<file path="src/olar_pkg.sv">
// Types, codes and sizing constants of the ordered list block.
// Used by every module of the block; depends on nothing.
package olar_pkg;

  localparam int CAPACITY = 32;
  localparam int IDX_W    = (CAPACITY > 1) ? $clog2(CAPACITY) : 1;
  localparam int CNT_W    = $clog2(CAPACITY + 1);
  localparam int FILL_W   = 6;

  localparam logic [1:0] MODE_APPEND = 2'd0;
  localparam logic [1:0] MODE_REMOVE = 2'd1;
  localparam logic [1:0] MODE_DUMP   = 2'd2;

  localparam logic [2:0] ST_ADDED     = 3'd0;
  localparam logic [2:0] ST_FULL      = 3'd1;
  localparam logic [2:0] ST_REMOVED   = 3'd2;
  localparam logic [2:0] ST_NOT_FOUND = 3'd3;
  localparam logic [2:0] ST_LISTED    = 3'd4;

  typedef struct packed {
    logic [1:0]         mode;
    logic signed [31:0] value;
  } req_t;

  typedef struct packed {
    logic signed [31:0] item_value;
    logic [2:0]         status;
    logic               last_of_run;
    logic [FILL_W-1:0]  fill_count;
  } rsp_t;

  typedef enum logic [2:0] {
    S_IDLE,
    S_APPEND,
    S_RSCAN,
    S_RDONE,
    S_EMIT,
    S_DREAD,
    S_DEMIT
  } state_t;

  typedef struct packed {
    logic load;
    logic empty;
    logic append;
    logic scan;
    logic rdone;
    logic emit;
    logic dread;
    logic demit;
  } cmd_t;

  typedef struct packed {
    logic count_zero;
    logic scan_done;
    logic dump_last;
    logic out_free;
  } stat_t;

endpackage

</file>
<file path="src/ordered_list_append_remove.sv">
// Top level of the ordered list block: joins controller and datapath.
// Depends on olar_pkg, olar_ctrl and olar_dp.
//
// Keeps up to CAPACITY signed 32-bit values in arrival order in an entry memory
// with one write port and one registered read port (one write and one read per
// cycle). An append goes from the accepting state through S_APPEND to S_EMIT,
// which loads the output register once it is free. A remove walks the stored
// list once from the head in S_RSCAN, reading one entry and closing up the gap
// one entry per cycle, then sets its status in S_RDONE and emits from S_EMIT.
// A dump reads the first entry in S_DREAD, then gives one entry per cycle from
// S_DEMIT while the output is free, or the single empty result from S_EMIT.
// The block takes a new item only when the previous one has finished; its last
// result may still sit in the output register while the next item is accepted.
// Mode 3 is accepted and gives no result.
module ordered_list_append_remove (
  input  logic            clk,
  input  logic            rst,
  input  logic            req_valid,
  output logic            req_stall,
  input  olar_pkg::req_t  req,
  output logic            rsp_valid,
  input  logic            rsp_stall,
  output olar_pkg::rsp_t  rsp
);
  import olar_pkg::*;

  cmd_t  cmd;
  stat_t stat;

  olar_ctrl u_ctrl (
    .clk       (clk),
    .rst       (rst),
    .req_valid (req_valid),
    .req_stall (req_stall),
    .req_mode  (req.mode),
    .stat      (stat),
    .cmd       (cmd)
  );

  olar_dp u_dp (
    .clk       (clk),
    .rst       (rst),
    .req_value (req.value),
    .cmd       (cmd),
    .stat      (stat),
    .rsp_valid (rsp_valid),
    .rsp_stall (rsp_stall),
    .rsp       (rsp)
  );

endmodule

</file>
<file path="src/olar_ctrl.sv">
// Controller of the ordered list: sequences append, remove scan and dump.
// Depends on olar_pkg; drives commands to olar_dp and reads its status.
module olar_ctrl (
  input  logic           clk,
  input  logic           rst,
  input  logic           req_valid,
  output logic           req_stall,
  input  logic [1:0]     req_mode,
  input  olar_pkg::stat_t stat,
  output olar_pkg::cmd_t  cmd
);
  import olar_pkg::*;

  state_t state, state_next;

  always_ff @(posedge clk) begin
    if (rst) begin
      state <= S_IDLE;
    end else begin
      state <= state_next;
    end
  end

  always_comb begin
    state_next = state;
    cmd        = '0;
    req_stall  = 1'b1;
    unique case (state)
      S_IDLE: begin
        req_stall = 1'b0;
        if (req_valid) begin
          cmd.load = 1'b1;
          unique case (req_mode)
            MODE_APPEND: state_next = S_APPEND;
            MODE_REMOVE: state_next = S_RSCAN;
            MODE_DUMP: begin
              if (stat.count_zero) begin
                cmd.empty  = 1'b1;
                state_next = S_EMIT;
              end else begin
                state_next = S_DREAD;
              end
            end
            default: state_next = S_IDLE;
          endcase
        end
      end
      S_APPEND: begin
        cmd.append = 1'b1;
        state_next = S_EMIT;
      end
      S_RSCAN: begin
        cmd.scan = 1'b1;
        if (stat.scan_done) begin
          state_next = S_RDONE;
        end
      end
      S_RDONE: begin
        cmd.rdone  = 1'b1;
        state_next = S_EMIT;
      end
      S_EMIT: begin
        if (stat.out_free) begin
          cmd.emit   = 1'b1;
          state_next = S_IDLE;
        end
      end
      S_DREAD: begin
        cmd.dread  = 1'b1;
        state_next = S_DEMIT;
      end
      S_DEMIT: begin
        if (stat.out_free) begin
          cmd.demit = 1'b1;
          if (stat.dump_last) begin
            state_next = S_IDLE;
          end
        end
      end
      default: state_next = S_IDLE;
    endcase
  end

endmodule

</file>
<file path="src/olar_dp.sv">
// Datapath of the ordered list: entry memory, count, scan pointers, output register.
// Depends on olar_pkg; steered by olar_ctrl through cmd_t.
module olar_dp (
  input  logic                clk,
  input  logic                rst,
  input  logic signed [31:0]  req_value,
  input  olar_pkg::cmd_t      cmd,
  output olar_pkg::stat_t     stat,
  output logic                rsp_valid,
  input  logic                rsp_stall,
  output olar_pkg::rsp_t      rsp
);
  import olar_pkg::*;

  logic signed [31:0] mem [CAPACITY];

  logic signed [31:0] val;
  logic [CNT_W-1:0]   count;
  logic [CNT_W-1:0]   ridx;
  logic [IDX_W-1:0]   pidx;
  logic               pv;
  logic               found;
  logic signed [31:0] rdata;
  logic signed [31:0] res_value;
  logic [2:0]         res_status;

  logic [CNT_W-1:0]   ridx_inc;
  logic               full;
  logic               scan_rd;
  logic               scan_wr;
  logic               hit;
  logic               we;
  logic [IDX_W-1:0]   waddr;
  logic signed [31:0] wdata;
  logic               re;
  logic [IDX_W-1:0]   raddr;

  always_comb begin
    ridx_inc = ridx + CNT_W'(1);
    full     = (count == CNT_W'(CAPACITY));
    scan_rd  = cmd.scan && (ridx < count);
    scan_wr  = cmd.scan && pv && found;
    hit      = cmd.scan && pv && !found && (rdata == val);
    we       = (cmd.append && !full) || scan_wr;
    waddr    = cmd.append ? count[IDX_W-1:0] : pidx - IDX_W'(1);
    wdata    = cmd.append ? val : rdata;
    re       = scan_rd || cmd.dread || (cmd.demit && (ridx_inc < count));
    raddr    = cmd.demit ? ridx_inc[IDX_W-1:0] : ridx[IDX_W-1:0];

    stat.count_zero = (count == '0);
    stat.scan_done  = !(ridx < count) && !pv;
    stat.dump_last  = (ridx_inc == count);
    stat.out_free   = !rsp_valid || !rsp_stall;
  end

  always_ff @(posedge clk) begin
    if (we) begin
      mem[waddr] <= wdata;
    end
    if (re) begin
      rdata <= mem[raddr];
    end
  end

  always_ff @(posedge clk) begin
    if (rst) begin
      count     <= '0;
      ridx      <= '0;
      pv        <= 1'b0;
      found     <= 1'b0;
      rsp_valid <= 1'b0;
    end else begin
      if (cmd.load) begin
        ridx  <= '0;
        pv    <= 1'b0;
        found <= 1'b0;
      end
      if (cmd.scan) begin
        pv <= scan_rd;
        if (scan_rd) begin
          ridx <= ridx_inc;
        end
        if (hit) begin
          found <= 1'b1;
        end
      end
      if (cmd.demit) begin
        ridx <= ridx_inc;
      end
      if (cmd.append && !full) begin
        count <= count + CNT_W'(1);
      end
      if (cmd.rdone && found) begin
        count <= count - CNT_W'(1);
      end
      if (cmd.emit || cmd.demit) begin
        rsp_valid <= 1'b1;
      end else if (!rsp_stall) begin
        rsp_valid <= 1'b0;
      end
    end
  end

  always_ff @(posedge clk) begin
    if (cmd.load) begin
      val <= req_value;
    end
    if (scan_rd) begin
      pidx <= ridx[IDX_W-1:0];
    end
    if (cmd.empty) begin
      res_value  <= '0;
      res_status <= ST_LISTED;
    end
    if (cmd.append) begin
      res_value  <= val;
      res_status <= full ? ST_FULL : ST_ADDED;
    end
    if (cmd.rdone) begin
      res_value  <= val;
      res_status <= found ? ST_REMOVED : ST_NOT_FOUND;
    end
    if (cmd.emit) begin
      rsp.item_value  <= res_value;
      rsp.status      <= res_status;
      rsp.last_of_run <= 1'b1;
      rsp.fill_count  <= FILL_W'(count);
    end
    if (cmd.demit) begin
      rsp.item_value  <= rdata;
      rsp.status      <= ST_LISTED;
      rsp.last_of_run <= stat.dump_last;
      rsp.fill_count  <= FILL_W'(count);
    end
  end

endmodule

</file>
<file path="config.mk">
export PLATFORM = sky130hd
export DESIGN_NAME = ordered_list_append_remove
export DESIGN_NICKNAME = d
export VERILOG_FILES = /design/src/olar_pkg.sv /design/src/ordered_list_append_remove.sv /design/src/olar_ctrl.sv /design/src/olar_dp.sv
export SDC_FILE = /design/constraint.sdc
export NUM_CORES = 2
export LEC_CHECK = 0
export ABC_AREA = 1
export BUFFER_PORTS_ARGS = -buffer_cell sky130_fd_sc_hd__buf_4
export CAP_MARGIN = 30
export CORE_MARGIN = 3
export CORE_UTILIZATION = 59
export DETAILED_ROUTE_END_ITERATION = 16
export HOLD_SLACK_MARGIN = 0.1
export PLACE_DENSITY = 0.75
export SLEW_MARGIN = 20
export SYNTH_ARGS = -nofsm -noshare
export SYNTH_HDL_FRONTEND = slang
export SYNTH_SLANG_ARGS = --single-unit
export TNS_END_PERCENT = 50
</file>
<file path="constraint.sdc">
create_clock -name clk -period 5.18 [get_ports clk]
set_clock_uncertainty 0.15 [all_clocks]
set_input_delay 0.259 -clock clk [delete_from_list [all_inputs] [get_ports clk]]
set_output_delay 0.259 -clock clk [all_outputs]
set_load 0.02 [all_outputs]
</file>
; Yosys cells after proc, flatten, opt, wreduce, memory -nomap -nowiden
; Memories as Yosys holds them, arrays and structs flattened. A register that Yosys moved wholly into a read port is not among the register bits.
; Index checks and enable logic that the tools add are counted.
[totals]
register_bits = 132
ram_bits = 1024
wordCells = 115
memories = 1
[op_classes]
addsub = 4
order_cmp = 2
eq_ne = 17
muxes = 48
reduce_logical = 29
[memory_table]
columns = memory, depth, width, read_ports, rd_clocked_by_memory_dff, wr, line
row1 = u_dp.mem, 32, 32, 1, 1, 1, olar_dp.sv:15  ; logic signed [31:0] mem [CAPACITY];
[ops]
columns = operator, n
row1 = $mux 32, 4
row2 = $mux 42, 2
row3 = $mux 6, 6
row4 = $eq 32x32->1, 1
row5 = $mux 3, 8
row6 = $mux 1, 22
row7 = $pmux 3 s6, 1
row8 = $add 6x1->6 const B, 2
row9 = $lt 6x6->1, 2
row10 = $mux 5, 2
row11 = $ne 2x2->1 const B, 5
row12 = $eq 3x3->1 const B, 3
row13 = $logic_and 1x1->1, 9
row14 = $pmux 3 s3, 1
row15 = $eq 3x2->1 const B, 2
row16 = $eq 6x6->1, 1
row17 = $eq 6x6->1 const B, 1
row18 = $logic_not 1->1, 6
row19 = $logic_not 6->1, 1
row20 = $reduce_bool 2->1, 3
row21 = $sub 6x1->6 const B, 1
row22 = $logic_or 1x1->1, 5
row23 = $reduce_and 5->1, 1
row24 = $sub 5x1->5 const B, 1
row25 = other kinds (9), 10

; Logic depth before layout (Yosys ltp)
[logic_depth]
depth_word = 9
mapped_depth = 15

; Cells and area by module
; A second synthesis with hierarchy kept.
[hier_totals]
cells_unflattened = 5147
area_unflattened_um2 = 52594.2
[by_module_without_submodules]
columns = mod, instances, cells_per_inst, area_per_inst_um2, seq_area_each_um2
row1 = olar_dp, 1, 5096, 52282.6, 35404.0
row2 = olar_ctrl, 1, 51, 311.5, 60.1

; Worst setup path before layout
; Ideal clock, no wire load.
[synth_timing]
kind = register to register
from = register u_ctrl.state[2]
to = memory u_dp.mem[14][0], enable pin
setup_time_ps = 421
arrival_time_ps = 2927
required_ps = 4609
slack_ps = 1682
stages_incl_launch_ff = 8
n_path_buf = 0
period_less_slack_ps = 3498
cell_sequence = dfxtp_1 -> inv_2 -> nand2_1 -> nor2_2 -> clkinv_1 -> o21ai_0 -> nand3_1 -> nor2_1
[synth_via]
elab_chain_len = 7
word_cells_on_any_way = 11
classes_between = 2 x eq/ne / 5 x mux / 4 x reduce/logical
[synth_rtl]
columns = element, line
row1 = from (decl), olar_ctrl.sv:14  ; state_t state, state_next;
row2 = from (signal assigned), olar_ctrl.sv:20  ; state <= state_next;
row3 = $eq 3x2->1, olar_ctrl.sv:28  ; unique case (state)
row4 = $mux 1, olar_ctrl.sv:28
row5 = $logic_and 1x1->1 (2 in series), olar_dp.sv:42  ; scan_wr = cmd.scan && pv && found;
row6 = $logic_or 1x1->1, olar_dp.sv:44  ; we = (cmd.append && !full) || scan_wr;
row7 = $mux 1, olar_dp.sv:57  ; if (we) begin
row8 = $mux 1 (not written as such), olar_dp.sv:58  ; mem[waddr] <= wdata;
row9 = to (decl), olar_dp.sv:15
; Several ways; a longest one is shown, not always the timed one.

; Worst setup path after layout
[layout_timing]
from = register u_dp.ridx[0]
to = register u_dp.rdata[31] (read register of u_dp.mem), data pin
[layout_via]
elab_chain_len = 4
word_cells_on_any_way = 8
classes_between = 1 x add/sub / 2 x order compare / 1 x mux / 4 x reduce/logical
[layout_rtl]
columns = element, line
row1 = from (decl), olar_dp.sv:19  ; logic [CNT_W-1:0] ridx;
row2 = from (signal assigned), olar_dp.sv:81  ; ridx <= ridx_inc;
row3 = from (signal assigned), olar_dp.sv:88  ; ridx <= ridx_inc;
row4 = $add 6x1->6 / $lt 6x6->1 (equally long branches), "olar_dp.sv:39, olar_dp.sv:41"
row5 = $lt 6x6->1 / $logic_and 1x1->1 (equally long branches), "olar_dp.sv:47, olar_dp.sv:41"
row6 = $logic_and 1x1->1 / $logic_or 1x1->1 (equally long branches), olar_dp.sv:47  ; re = scan_rd || cmd.dread || (cmd.demit && (ridx_inc < count));
row7 = $logic_or 1x1->1, olar_dp.sv:47
row8 = to (decl), olar_dp.sv:23  ; logic signed [31:0] rdata;
; Several ways; a longest one is shown, not always the timed one.
; A chain may end at the register's enable or synchronous reset.

==> summary.md <==
| Metric | Value |
|---|---|
| Setup Fix Bufs, Post-CTS | 0 |
| Gr ovfl total | 0 |
| Final HPWL DP | 82600 um |
| Slowest Stage Delay on Critical Path | 790 ps |
| Distinct cells, synth | 38 |
| Critical-path top delay cell | nand2_8 |
| Initial antenna violation count | 5 |
| Area of the multi-input gates | 12400 um^2 |
| GRT Total Usage | 32.3% |
| H-tree depth | 3 |
| Row count | 108 |
| Sequential fraction of design power | 44.6% |
| Pwr dens | ~480 nW/um^2 |
| Normalized max-slew margin | 21.3% |
| CP most frequent cell | nand2_1 |
| Nets | 5226 |
| CP Max Fanout | 98 |
| CP required | 5460 ps |
| Starting Density | approximately three fifths |
| Setup TNS | 0 ps |
| Pins over their slew limit | 0 |
| Worst vdd ir | 0.491 mV |
| Final WL | about 150000 um |
| Share of cells above drive strength 1 | 8.27% |
| Crit. End Element | flip-flop |
| Die area | 92700 um^2 |
| Pin count of the biggest net entering global routing | 197 |
| Clk_lat worst skew | 700 ps |
| Worst hold path class | input pin to flip-flop |
| Final ANT Viol Nets | 0 |
| Yosys warning count | 0 |
| Fillers | slightly above 6000 |
| #FFs+latches synth | around 1200 |
| Syn_area_per_cell | 10.3 um^2 |
| IO Pins | 82 |
| Sw frac | 33.6% |
| Drt wl/cell | between 20 and 25 um |
| Comb pwr share | 26.7% |
| Clock sink count | between 1000 and 1500 |
| Via density | about 5.9 |
| Routed via count | 37856 |
| Port Buf Inserts | 81 |
| First-pass DRT Iterations | 7 |
| DRC violations left | 0 |
| Fraction of registers with async set/reset | 0% |
| Total CTS buffers | between 100 and 150 |
| Outcome | completed |
| EDFF count, synth | 1167 |
| Post-layout min period | between 3000 and 4000 ps |
| Unrepaired setup endpoints after global routing | no |
| Leak | 24.7 nW |
| Area grow syn2layout | 12.7% |
| CTS root buffer | clkbuf_16 |
| Most used DFF post-synth | edfxtp_1 |
| Final setup violation count | 0 |
| Final Hold Fails | 0 |
| Int Power | 18.9 mW |
| Hold Slack | 139 ps |
| Vias in the first global route | between 30000 and 40000 |
| Drt initial violations | about 5800 |
| Clock network power share | 28.7% |
| Die height | roughly 300 um |
| Setup crit start kind | flip-flop |
| Switching power | 9.53 mW |
| Syn_nets | 5133 |
| Total chip power | 28.4 mW |
| Critical Path, Cell by Cell | inv_1 > nand4_4 > nand2_8 > buf_4 > nand2_1 > nand3_1 > nand3_1 > nand3_1 > nand2_1 > nand2_1 > nand2_1 |
| FF+latch area | 35500 um^2 |
| Core ar. | 87600 um^2 |
| TritonCTS clock tree | built |
| First-pass GRT wire length | 225000 um |
| Gp weighted congestion | about 0.9 |
| Crit path DAT | around 4200 ps |
| Fmax achieved | 253 MHz |
| Clock-pin slew on the worst setup and hold paths | approximately 60 ps |
| Die X | around 300 um |
| Cells after Synth | just over 5000 |
| Clock Path Buffers | 3 |
| Synthesized area | 52600 um^2 |
| Max Cap Violations | 0 |
| Fin crit share | 76.3% |
| Crit Path Class | flip-flop to flip-flop |
| Post-synthesis sequential area ratio | 67.5% |
| # diodes | 0 |
| Worst slew pin tran | 1180 ps |
-- Yosys cell counts, types with 2 or more instances --
master       n  share of area, %
nand2_2      4             0.048
inv_1     1042               7.4
edfxtp_1  1167                67
ha_1        15              0.36
a21oi_1     15              0.14
dfxtp_1     21              0.80
xnor2_1      5             0.083
buf_4       11              0.16
or2_2        2             0.024
nand2_1   1084               7.7
nand3b_1    97               1.4
clkbuf_1    84              0.60
o21ai_1      3             0.029
buf_2      157               1.5
buf_1       12             0.086
o21ai_0     79              0.75
nor2_1     114              0.81
nand3_1   1113                11
nor3_1       7             0.067
a211oi_1     3             0.043
inv_2        4             0.029
xor2_1       9              0.15
nand4_1     16              0.19
o311ai_0     2             0.033
-- layer usage --
metal	global-route usage (%)	share of wire, %	up-vias
met5	0	0.024	-
met4	16.9	5.7	6
met3	7.91	13	514
met2	49.4	45	2753
met1	43.2	36	17734
li1	-	-	16849
-- layout by cell type (no fill, tap or decap), types with 2 or more instances in the layout --
cell type         n
edfxtp_1       1167
nand3_1        1111
nand2_1        1082
inv_1          1041
buf_4           160
clkbuf_16       119
nand3b_1         97
nor2_1           80
o21ai_0          47
dlygate4sd3_1    39
clkbuf_1         38
nor2_4           35
clkinv_1         32
buf_12           27
o21ai_2          25
dfxtp_1          21
clkinv_2         19
nand4_1          16
ha_1             15
a21oi_1          14
xor2_1            9
o21ai_4           8
bufinv_16         8
nor3_1            7
buf_8             6
xnor2_1           5
nand2_8           4
inv_2             3
o21ai_1           3
a211oi_1          3
inv_6             3
buf_16            3
buf_6             3
nand3_2           2
or2_2             2
o311ai_0          2
-- worst max-delay path: cells and delay by family, from the launching register on --
family                 cells  cell delay (ps)
and+or+nand+nor            9             2050
buffers and inverters      2              820
DFF                        1              490
-- final timing paths --
check                    start             end  slack, ps  cells past startpoint
hold reg to reg    u_dp.rsp[9]     u_dp.rsp[9]        320                      2
setup reg to reg  u_dp.ridx[0]  u_dp.rdata[31]       1230                     11
hold / removal         req[17]    u_dp.val[17]        140                      2
setup / recovery  u_dp.ridx[0]  u_dp.rdata[31]       1230                     11
-- sequential cells by signal, summed over array words and instances (netlist names) --
signal           count
u_dp.mem          1024
u_dp.pv              1
u_ctrl.state         3
u_dp.ridx            6
u_dp.rdata          32
u_dp.pidx            5
u_dp.count           6
u_dp.rsp_valid       1
u_dp.found           1
u_dp.res_value      32
u_dp.res_status      3
u_dp.val            32
u_dp.rsp            42
-- cell type report --
class	count	share of cell area [%]
clock buffer	157	5.27
inverter	1047	6.64
timing repair buffer	238	3.95
tap	1155	2.44
multi-input combinational	2580	21.0
sequential	1188	59.9
clock inverter	61	0.832
-- repair_timing --
action | in CTS | in global routing
gates resized for setup | 0 | 0
hold buffers | 39 | 0
endpoints found under the hold margin | 50 | 0
-- per-stage QoR --
| step | utilization (%) | area (um^2) | instances | worst slack, ps |
|---|---|---|---|---|
| 2_1_floorplan | - | 52600 | 5080 | 1680 |
| 3_3_place_gp | 62.8 | 55000 | 6157 | 1410 |
| 3_5_place_dp | 63.1 | 55200 | 6168 | 1320 |
| 4_1_cts | 67.6 | 59200 | 6425 | 1330 |
| 5_1_grt | 67.7 | 59200 | 6426 | 1060 |
| 6_report | 67.7 | 59200 | 6426 | 1230 |
-- cells by family (layout without fill, tap and decap cells) --
| group | count (synthesis) | in the layout | share of synthesized area (%) |
|---|---|---|---|
| AO/OA/AOI/OAI | 110 | 110 | 1.12 |
| buffers and inverters | 1312 | 1503 | 9.84 |
| XOR/XNOR | 14 | 14 | 0.233 |
| flip-flops | 1188 | 1188 | 67.5 |
| AND/OR/NAND/NOR | 2441 | 2441 | 21.0 |
| adder cells (fa/ha/maj) | 15 | 15 | 0.357 |
-- power by group through the flow --
stage | combinational, mW | sequential, mW | clock [mW]
global placement | 7.00 | 12.9 | 0
floorplan | 4.51 | 12.9 | 0
global route | 8.20 | 12.7 | 8.57
finish | 7.57 | 12.7 | 8.15
detailed placement | 7.33 | 12.8 | 0
CTS | 7.41 | 12.7 | 8.19
(Power assumes the default switching activity.)
